**src/sv/cds_pkg.sv**
```systemverilog
// ----------------------------------------------------------------------------
// cds_pkg
// shared types and constants for the calendar date sorter
// ----------------------------------------------------------------------------
package cds_pkg;

  localparam int unsigned MAX_DATES_DEF = 64;

  localparam int unsigned DAY_W   = 5;
  localparam int unsigned MONTH_W = 4;
  localparam int unsigned YEAR_W  = 14;
  localparam int unsigned KEY_W   = DAY_W + MONTH_W + YEAR_W;

  localparam int unsigned DAY_LSB   = 0;
  localparam int unsigned MONTH_LSB = DAY_LSB + DAY_W;
  localparam int unsigned YEAR_LSB  = MONTH_LSB + MONTH_W;

  // year, month, day from msb to lsb, so a plain compare orders dates
  typedef logic [KEY_W-1:0] key_t;

  typedef struct packed {
    logic [DAY_W-1:0]   day;
    logic [MONTH_W-1:0] month;
    logic [YEAR_W-1:0]  year;
    logic               batch_end;
  } date_in_t;

  typedef struct packed {
    logic [DAY_W-1:0]   sorted_day;
    logic [MONTH_W-1:0] sorted_month;
    logic [YEAR_W-1:0]  sorted_year;
    logic               final_result;
    logic               overflow;
  } date_out_t;

  typedef struct packed {
    logic wr_en;
    logic wr_load;
    logic rd_en;
    logic rd_first;
    logic out_load;
    logic out_final;
    logic out_ovf;
  } cds_cmd_t;

endpackage

```
**src/sv/calendar_date_sorter.sv**
```systemverilog
// ----------------------------------------------------------------------------
// calendar_date_sorter
// collects a batch of dates and returns them in ascending date order
// ----------------------------------------------------------------------------
// Dates load one per cycle into a MaxDates-entry memory; dates past capacity
// are dropped and every result of that batch carries overflow. After the date
// flagged batch_end the input stalls while the batch is sorted by repeated
// minimum search over the single memory read port: each result takes one
// read per remaining date, a drain and an emit with swap, and the emit waits
// while the output is stalled. The last result carries final_result, and
// loading of the next batch starts in the cycle after it is handed to the
// output register.
module calendar_date_sorter import cds_pkg::*; #(
  parameter int unsigned MaxDates = MAX_DATES_DEF,
  localparam int unsigned IdxW = $clog2(MaxDates)
) (
  input  logic      clk_i,
  input  logic      rst_ni,
  input  logic      in_valid_i,
  output logic      in_stall_o,
  input  date_in_t  in_data_i,
  output logic      out_valid_o,
  input  logic      out_stall_i,
  output date_out_t out_data_o
);

  cds_cmd_t        cmd;
  logic [IdxW-1:0] wr_addr;
  logic [IdxW-1:0] rd_addr;
  logic            out_free;

  cds_ctrl #(
    .MaxDates (MaxDates)
  ) u_ctrl (
    .clk_i      (clk_i),
    .rst_ni     (rst_ni),
    .in_valid_i (in_valid_i),
    .in_last_i  (in_data_i.batch_end),
    .in_stall_o (in_stall_o),
    .out_free_i (out_free),
    .cmd_o      (cmd),
    .wr_addr_o  (wr_addr),
    .rd_addr_o  (rd_addr)
  );

  cds_datapath #(
    .MaxDates (MaxDates)
  ) u_datapath (
    .clk_i       (clk_i),
    .rst_ni      (rst_ni),
    .in_data_i   (in_data_i),
    .cmd_i       (cmd),
    .wr_addr_i   (wr_addr),
    .rd_addr_i   (rd_addr),
    .out_stall_i (out_stall_i),
    .out_free_o  (out_free),
    .out_valid_o (out_valid_o),
    .out_data_o  (out_data_o)
  );

`ifndef SYNTHESIS
  // a batch end transaction starts the sort, so input stalls next cycle
  a_stall_after_batch_end: assert property (@(posedge clk_i) disable iff (!rst_ni)
    in_valid_i && !in_stall_o && in_data_i.batch_end |=> in_stall_o)
    else $error("input not stalled after batch end");

  // a stalled result stays valid and unchanged
  a_out_hold: assert property (@(posedge clk_i) disable iff (!rst_ni)
    out_valid_o && out_stall_i |=> out_valid_o && $stable(out_data_o))
    else $error("stalled result changed");

  // results are only produced while the input side is stalled or just after
  a_emit_while_sorting: assert property (@(posedge clk_i) disable iff (!rst_ni)
    $rose(out_valid_o) |-> $past(in_stall_o))
    else $error("result produced while loading");
`endif

endmodule

```
**src/sv/cds_ctrl.sv**
```systemverilog
// ----------------------------------------------------------------------------
// cds_ctrl
// load, scan and emit sequencer for the date sorter
// ----------------------------------------------------------------------------
module cds_ctrl import cds_pkg::*; #(
  parameter int unsigned MaxDates = MAX_DATES_DEF,
  localparam int unsigned IdxW = $clog2(MaxDates),
  localparam int unsigned CntW = $clog2(MaxDates + 1)
) (
  input  logic            clk_i,
  input  logic            rst_ni,
  input  logic            in_valid_i,
  input  logic            in_last_i,
  output logic            in_stall_o,
  input  logic            out_free_i,
  output cds_cmd_t        cmd_o,
  output logic [IdxW-1:0] wr_addr_o,
  output logic [IdxW-1:0] rd_addr_o
);

  typedef enum logic [1:0] {
    ST_LOAD,
    ST_SCAN,
    ST_DRAIN,
    ST_EMIT
  } state_e;

  state_e          state_q;
  logic [CntW-1:0] cnt_q;
  logic            drop_q;
  logic [IdxW-1:0] i_q;
  logic [IdxW-1:0] j_q;
  logic [IdxW-1:0] last_q;

  logic full;
  logic in_acc;

  assign full       = (cnt_q == CntW'(MaxDates));
  assign in_acc     = in_valid_i && (state_q == ST_LOAD);
  assign in_stall_o = (state_q != ST_LOAD);
  assign wr_addr_o  = cnt_q[IdxW-1:0];
  assign rd_addr_o  = j_q;

  always_comb begin
    cmd_o = '0;
    unique case (state_q)
      ST_LOAD: begin
        cmd_o.wr_en   = in_acc && !full;
        cmd_o.wr_load = 1'b1;
      end
      ST_SCAN: begin
        cmd_o.rd_en    = 1'b1;
        cmd_o.rd_first = (j_q == i_q);
      end
      ST_DRAIN: begin
      end
      ST_EMIT: begin
        if (out_free_i) begin
          cmd_o.out_load  = 1'b1;
          cmd_o.wr_en     = 1'b1;
          cmd_o.out_final = (i_q == last_q);
          cmd_o.out_ovf   = drop_q;
        end
      end
      default: begin
      end
    endcase
  end

  always_ff @(posedge clk_i or negedge rst_ni) begin
    if (!rst_ni) begin
      state_q <= ST_LOAD;
      cnt_q   <= '0;
      drop_q  <= 1'b0;
      i_q     <= '0;
      j_q     <= '0;
      last_q  <= '0;
    end else begin
      unique case (state_q)
        ST_LOAD: begin
          if (in_acc) begin
            if (full) begin
              drop_q <= 1'b1;
            end else begin
              cnt_q <= cnt_q + 1'b1;
            end
            if (in_last_i) begin
              last_q  <= full ? IdxW'(MaxDates - 1) : cnt_q[IdxW-1:0];
              i_q     <= '0;
              j_q     <= '0;
              state_q <= ST_SCAN;
            end
          end
        end
        ST_SCAN: begin
          if (j_q == last_q) begin
            state_q <= ST_DRAIN;
          end else begin
            j_q <= j_q + 1'b1;
          end
        end
        ST_DRAIN: begin
          state_q <= ST_EMIT;
        end
        ST_EMIT: begin
          if (out_free_i) begin
            if (i_q == last_q) begin
              cnt_q   <= '0;
              drop_q  <= 1'b0;
              state_q <= ST_LOAD;
            end else begin
              i_q     <= i_q + 1'b1;
              j_q     <= i_q + 1'b1;
              state_q <= ST_SCAN;
            end
          end
        end
        default: begin
          state_q <= ST_LOAD;
        end
      endcase
    end
  end

endmodule

```
**src/sv/cds_datapath.sv**
```systemverilog
// ----------------------------------------------------------------------------
// cds_datapath
// date memory, minimum search registers and output register
// ----------------------------------------------------------------------------
module cds_datapath import cds_pkg::*; #(
  parameter int unsigned MaxDates = MAX_DATES_DEF,
  localparam int unsigned IdxW = $clog2(MaxDates)
) (
  input  logic            clk_i,
  input  logic            rst_ni,
  input  date_in_t        in_data_i,
  input  cds_cmd_t        cmd_i,
  input  logic [IdxW-1:0] wr_addr_i,
  input  logic [IdxW-1:0] rd_addr_i,
  input  logic            out_stall_i,
  output logic            out_free_o,
  output logic            out_valid_o,
  output date_out_t       out_data_o
);

  key_t            mem_q [MaxDates];
  key_t            rd_key_q;
  logic [IdxW-1:0] rd_idx_q;
  logic            rd_first_q;
  logic            cmp_v_q;
  key_t            min_key_q;
  logic [IdxW-1:0] min_idx_q;
  key_t            head_key_q;
  logic            out_valid_q;
  date_out_t       out_data_q;

  key_t            in_key;
  key_t            wr_key;
  logic [IdxW-1:0] wr_addr;
  logic            take_min;

  assign in_key   = {in_data_i.year, in_data_i.month, in_data_i.day};
  // swap: head of the unsorted range moves to where the minimum was
  assign wr_key   = cmd_i.wr_load ? in_key : head_key_q;
  assign wr_addr  = cmd_i.wr_load ? wr_addr_i : min_idx_q;
  assign take_min = cmp_v_q && (rd_first_q || (rd_key_q < min_key_q));

  always_ff @(posedge clk_i) begin
    if (cmd_i.wr_en) begin
      mem_q[wr_addr] <= wr_key;
    end
    if (cmd_i.rd_en) begin
      rd_key_q   <= mem_q[rd_addr_i];
      rd_idx_q   <= rd_addr_i;
      rd_first_q <= cmd_i.rd_first;
    end
    if (take_min) begin
      min_key_q <= rd_key_q;
      min_idx_q <= rd_idx_q;
    end
    if (cmp_v_q && rd_first_q) begin
      head_key_q <= rd_key_q;
    end
    if (cmd_i.out_load) begin
      out_data_q.sorted_day   <= min_key_q[DAY_LSB +: DAY_W];
      out_data_q.sorted_month <= min_key_q[MONTH_LSB +: MONTH_W];
      out_data_q.sorted_year  <= min_key_q[YEAR_LSB +: YEAR_W];
      out_data_q.final_result <= cmd_i.out_final;
      out_data_q.overflow     <= cmd_i.out_ovf;
    end
  end

  always_ff @(posedge clk_i or negedge rst_ni) begin
    if (!rst_ni) begin
      cmp_v_q     <= 1'b0;
      out_valid_q <= 1'b0;
    end else begin
      cmp_v_q <= cmd_i.rd_en;
      if (cmd_i.out_load) begin
        out_valid_q <= 1'b1;
      end else if (!out_stall_i) begin
        out_valid_q <= 1'b0;
      end
    end
  end

  assign out_free_o  = !out_valid_q || !out_stall_i;
  assign out_valid_o = out_valid_q;
  assign out_data_o  = out_data_q;

endmodule

```
**config.mk**
```make
export PLATFORM = sky130hd
export DESIGN_NAME = calendar_date_sorter
export DESIGN_NICKNAME = d
export VERILOG_FILES = /design/src/sv/cds_pkg.sv /design/src/sv/calendar_date_sorter.sv /design/src/sv/cds_ctrl.sv /design/src/sv/cds_datapath.sv
export SDC_FILE = /design/constraint.sdc
export NUM_CORES = 2
export LEC_CHECK = 0
export BUFFER_PORTS_ARGS = -buffer_cell sky130_fd_sc_hd__buf_2
export CAP_MARGIN = 20
export CORE_MARGIN = 3
export CORE_UTILIZATION = 40
export CTS_BUF_LIST = sky130_fd_sc_hd__clkbuf_8 sky130_fd_sc_hd__clkbuf_16
export CTS_CLUSTER_DIAMETER = 30
export DETAILED_ROUTE_END_ITERATION = 10
export SYNTH_ARGS = -nofsm -noshare
export SYNTH_HDL_FRONTEND = slang
export SYNTH_SLANG_ARGS = --single-unit
```
**constraint.sdc**
```tcl
create_clock -name clk_i -period 4.4 [get_ports clk_i]
set_input_delay 0.88 -clock clk_i [delete_from_list [all_inputs] [get_ports clk_i]]
set_output_delay 0.88 -clock clk_i [all_outputs]
set_load 0.01 [all_outputs]
```
Word level (Yosys, flattened, before mapping):

Memory sizes are Yosys's and may differ from the RTL's. A register that Yosys moved wholly into a read port is not among the register bits.
Index checks and enable logic that the tools add are counted.

* register bits after elaboration: 114
* bits in writable memories: 1472
* bits of input ports: 28
* output and inout bits: 27
* word-level logic and storage cells: 96
* memories: 1

* add/subtract/negate cells: 3
* magnitude comparators: 1
* equal/unequal tests: 17
* multiplexer cells: 36
* reductions and logical operators: 20

Memory list
* u_datapath.mem_q: words 64, width 23, rd ports 1, clocked after memory_dff 1, wr ports 1, RTL line cds_datapath.sv:21 `key_t mem_q [MaxDates];`

Operator list (count)
* two-way mux 6 bit: 7
* two-way mux 7 bit: 4
* < comparator 23 bit: 1
* two-way mux 23 bit: 1
* == test 6 bit: 3
* case mux 6 bit (3 select lines): 1
* AND reduction 5 bit: 3
* case mux 7 bit (2 select lines): 1
* adder 6 x 1 -> 6 bit, second input constant: 2
* case mux 6 bit (2 select lines): 1
* two-way mux 1 bit: 11
* two-way mux 2 bit: 5
* inequality test 2 x 1 -> 1 bit, second input constant: 5
* inequality test 2 bit, second input constant: 5
* case mux 2 bit (4 select lines): 1
* adder 7 x 1 -> 7 bit, second input constant: 1
* == test 7 bit, second input constant: 1
* two-way mux 3 bit: 2
* AND reduction 6 bit: 1
* == test 2 bit, second input constant: 2
* logical AND 1 bit: 4
* case mux 1 bit (2 select lines): 2
* AND reduction 4 bit: 1
* nonzero test 2 bit: 2
* 7 further kinds: 10

Longest topological paths before layout:

* depth in word-level cells: 6
* depth in mapped cells: 11
* depth with buffers taken out: 8

By module:

Synthesis repeated with hierarchy kept, for this count alone.

* cell total of the unflattened synthesis: 2836
* area, all modules: 62378.6 um2

By module, submodules not included
* cds_datapath: instances 1, cells an instance 2604, area an instance 60349.1 um2, sequential area each 47465.5 um2
* cds_ctrl: instances 1, cells an instance 232, area an instance 2029.4 um2, sequential area each 700.7 um2

Worst setup path after synthesis:

OpenSTA, ideal clock, no wires.

* path type: input to register
* start: in out_stall_i
* end: mem u_datapath.mem_q[0][0] (netlist name), enable pin
* setup time: 0.403 ns
* arrival time: 3.318 ns
* data required time: 3.997 ns
* path slack: 0.680 ns
* stages on the path: 7
* buffers on the path: 0
* cell sequence: nand2_1 nand2_1 inv_1 a31oi_1 nor3b_1 nand2_1 nor2_1

* word-level cells in the longest chain between the ends: 6

Ends and longest elaborated chain
* from (decl): RTL line calendar_date_sorter.sv:23 `input logic out_stall_i,`
* zero test 1 bit
* logical OR 1 bit: RTL line cds_datapath.sv:82 `assign out_free_o = !out_valid_q || !out_stall_i;`
* two-way mux 1 bit: RTL line cds_ctrl.sv:58 `if (out_free_i) begin`
* case mux 1 bit (2 select lines): RTL line cds_ctrl.sv:46 `unique case (state_q)`
* two-way mux 1 bit: RTL line cds_datapath.sv:44 `if (cmd_i.wr_en) begin`
* two-way mux 1 bit (implied by the code): RTL line cds_datapath.sv:45 `mem_q[wr_addr] <= wr_key;`
* to (decl): RTL line cds_datapath.sv:21

Every way passes these cells.

==> metrics.txt <==
Fmax=0.265 GHz; total non-filler cell area in the finished layout=76,900 sq um; final setup skew=37.7 ps; Critical path buffers and inverters=2; standard cell core area=154,000 sq um; deepest clock path buffer count=4; Final Hold Fails=0; final weighted congestion in routability-driven placement=0.816; DPL Wire Length=94.6 mm; Worst setup EP type=register; sequential fraction of design power=35.1%; fraction of synthesis flops using an asynchronous set or reset pin=1.86%; post-synthesis average cell area=21.1 sq um; standard cell area after detailed placement=66,100 sq um; fraction of power spent switching nets=29.9%; final critical-path setup slack=620 ps; Post-Synthesis Net Count=3,006; via count of the first global-routing pass=32,200; die extent in x=400 microns; CTS-repair resized insts=0; cts bufs inserted=328; CP max FO=25; nets=3,419; kind of path behind the tightest hold check=in2async; number of synthesis warnings=0; number of sinks handled by clock tree synthesis=1,609; clock slew at the register clock pins of the worst setup and hold paths=50 ps; cell area after synthesis=62,200 sq um; clock tree root driver cell=sky130_fd_sc_hd__clkbuf_16; arrival time reported for the critical path endpoint=4360 ps; Leak Pwr=0.0258 uW; share of synthesized area occupied by flip-flops and latches=77.5%; Tightest Pin Transition=1250 ps; time the final worst path needs with I/O delays and setup=3780 ps; Die Outline Area=160,000 sq um; count of fill cells added during filler insertion=12,300; power per standard cell area=764 nW/um^2; Max-Slew Margin vs Limit=17.0%; footprint of the multi-input gates=13,200 sq um; result of the run=complete, no violations; combinational fraction of design power=24.0%; final antenna-violating net count=0; Post-Route Setup TNS=0 ps; Seq cells post-synth=1,609; setup repair after global routing missed its margin=false; startpoint type of the worst setup path=register; maximum cell stage delay along the critical path=960 ps; count of final max-slew check failures=0; global-route wire length before repair=236 mm; worst endpoint required time=4980 ps; global-route congestion overflow total=0; router iterations before antenna repair=5; Initial DRC Count=3,708; worst-case vdd ir drop=0.618 mV; switching pwr=17,600 uW; # Post-CTS Setup Buffers=0; CTS tree=done; final setup vio count=0; number of remaining DRC errors=0; Hold Buf Count CTS=0; IO buf count=54; final worst path period share=85.9%; Final Routed Wirelength=163 mm; Placement Setup Slack=501 ps; Top FF cell, synth=sky130_fd_sc_hd__edfxtp_1; number of cells produced by synthesis=2,949; fraction of power consumed by the clock network=40.9%; unique cell type count in the Yosys netlist=55; count of flip-flops with a built-in enable after synthesis=1,579; post-layout total power=58,800 uW; per-cell routed wire length=28.9 microns; largest net degree at the start of global routing=79; Top-Level Pins=55; total number of placement rows=144; number of antenna violations at the first check in global routing=7; cell-internal power=41,200 uW; commonest cells after routing, fill and taps aside=1,579 x sky130_fd_sc_hd__edfxtp_1, 331 x sky130_fd_sc_hd__clkbuf_16, 304 x sky130_fd_sc_hd__mux4_2, 171 x sky130_fd_sc_hd__buf_4, 169 x sky130_fd_sc_hd__mux2i_1; cell type group with the largest total delay on the critical path=compound AO/OA/AOI/OAI gates; routed via count=32,000; area added between synthesis and finish=23.8%; starting density of the core=40.3%; commonest non-fill, non-tap cell in the layout=sky130_fd_sc_hd__edfxtp_1; library cell contributing the largest single delay on the critical path=sky130_fd_sc_hd__a221oi_1; cell breakdown of the critical path=buf_4 -> buf_4 -> mux4_2 -> a22o_1 -> a221oi_1 -> a221oi_1; H-Tree Depth=5; detailed-route vias per instance=5.66; Skew-Pair Late Insertion Delay=900 ps; Total GRT Usage=20.4%; max-capacitance violation count=0; fraction of layout instances using a drive strength above 1=32.8%; critical setup path kind=reg2reg; height of the die=400 microns; register area=48,200 sq um
## synth_stat cells (all sizes together) (8+ instances only)
master  count  area, sq um
xnor2      16          140
nand2      90          338
a221oi     51          447
a21o       10         76.3
o21ai      37          185
clkbuf     56          211
mux2i     169         1690
a21oi      33          165
dfrtp      30          751
buf       109          666
nor2       96          360
o211ai     19          143
edfxtp   1579        47400
nand4      10         62.6
mux2       30          338
a22oi     110          826
a31oi       8         50.1
ha         29          363
a22o       36          315
inv        32          120
mux4      304         6850
nand3      29          145
## power groups by stage
stage	Combinational [uW]	Clock [uW]	Sequential (uW)
after floorplan	8800	0	20400
after global placement	14000	0	20900
after detailed placement	14100	0	20900
after CTS	14200	24400	20600
after global routing	15000	25200	20700
final	14100	24100	20700
## kinds of logic after synthesis
| family | Yosys count | share of synthesized area [%] |
|---|---|---|
| and+or+nand+nor | 263 | 1.86 |
| DFF | 1609 | 77.5 |
| xor gates and xnor gates | 22 | 0.310 |
| AOI/OAI and AO/OA | 326 | 3.87 |
| muxes | 503 | 14.3 |
| adders and majority gates | 29 | 0.584 |
| buffers and inverters | 197 | 1.60 |
## path summary, 6_finish.rpt
check                                           to  slack [ps]  depth (start not counted)                    from
max                         u_datapath.rd_key_q[9]         620                          6     u_ctrl.rd_addr_o[0]
min                         u_datapath.out_valid_o          80                          1                  rst_ni
max reg2reg                 u_datapath.rd_key_q[9]         620                          6     u_ctrl.rd_addr_o[0]
min reg2reg                u_datapath.min_idx_q[4]         420                          0  u_datapath.rd_idx_q[4]
max in group asynchronous      u_ctrl.rd_addr_o[0]        3730                          1                  rst_ni
min in group clk_i          u_datapath.out_valid_o         300                          3             out_stall_i
## worst register-to-register path, delay by kind of cell (launching register included)
family / cells / cell delay [ps]
DFF: 1 / 830
AOI/OAI and AO/OA: 3 / 1380
muxes: 1 / 550
buffers and inverters: 2 / 720
## cell type report
cell class                 instances  share of cell area (%)
antenna                            4                  0.0130
inverter                          32                   0.156
clock inverter                   244                    3.34
sequential                      1609                    62.6
tap                             2044                    3.32
timing repair buffer             248                    2.62
clock buffer                     331                    10.8
multi-input combinational       1143                    17.2
## metal layers
layer / track usage (%) / part of all wire (%) / vias to the layer above
met2: 30.9 / 46 / 1559
met1: 29.8 / 43 / 17000
li1: - / - / 13300
met4: 6.03 / 2.1 / 2
met3: 4.37 / 8.9 / 229
met5: 0 / 0.0086 / -
## metrics by stage
step | hold slack, ps | instances | util [%]
detailed placement | 405 | 5075 | 42.8
global placement | 402 | 5073 | 42.8
floorplan | 400 | 2949 | -
finish | 84.2 | 5655 | 49.9
global route | 103 | 5652 | 49.9
CTS | 49.1 | 5650 | 49.9
## state kept, by name (all words and copies together), names as in the netlist, 6 cells and up
| register | cells |
|---|---|
| u_ctrl.last_q | 6 |
| u_datapath.head_key_q | 23 |
| u_datapath.rd_idx_q | 6 |
| u_datapath.mem_q | 1472 |
| u_ctrl.cnt_q | 7 |
| u_datapath.out_data_o | 25 |
| u_ctrl.rd_addr_o | 6 |
| u_ctrl.i_q | 6 |
| u_datapath.min_idx_q | 6 |
| u_datapath.rd_key_q | 23 |
| u_datapath.min_key_q | 23 |
Power figures use the tool's default switching activity.
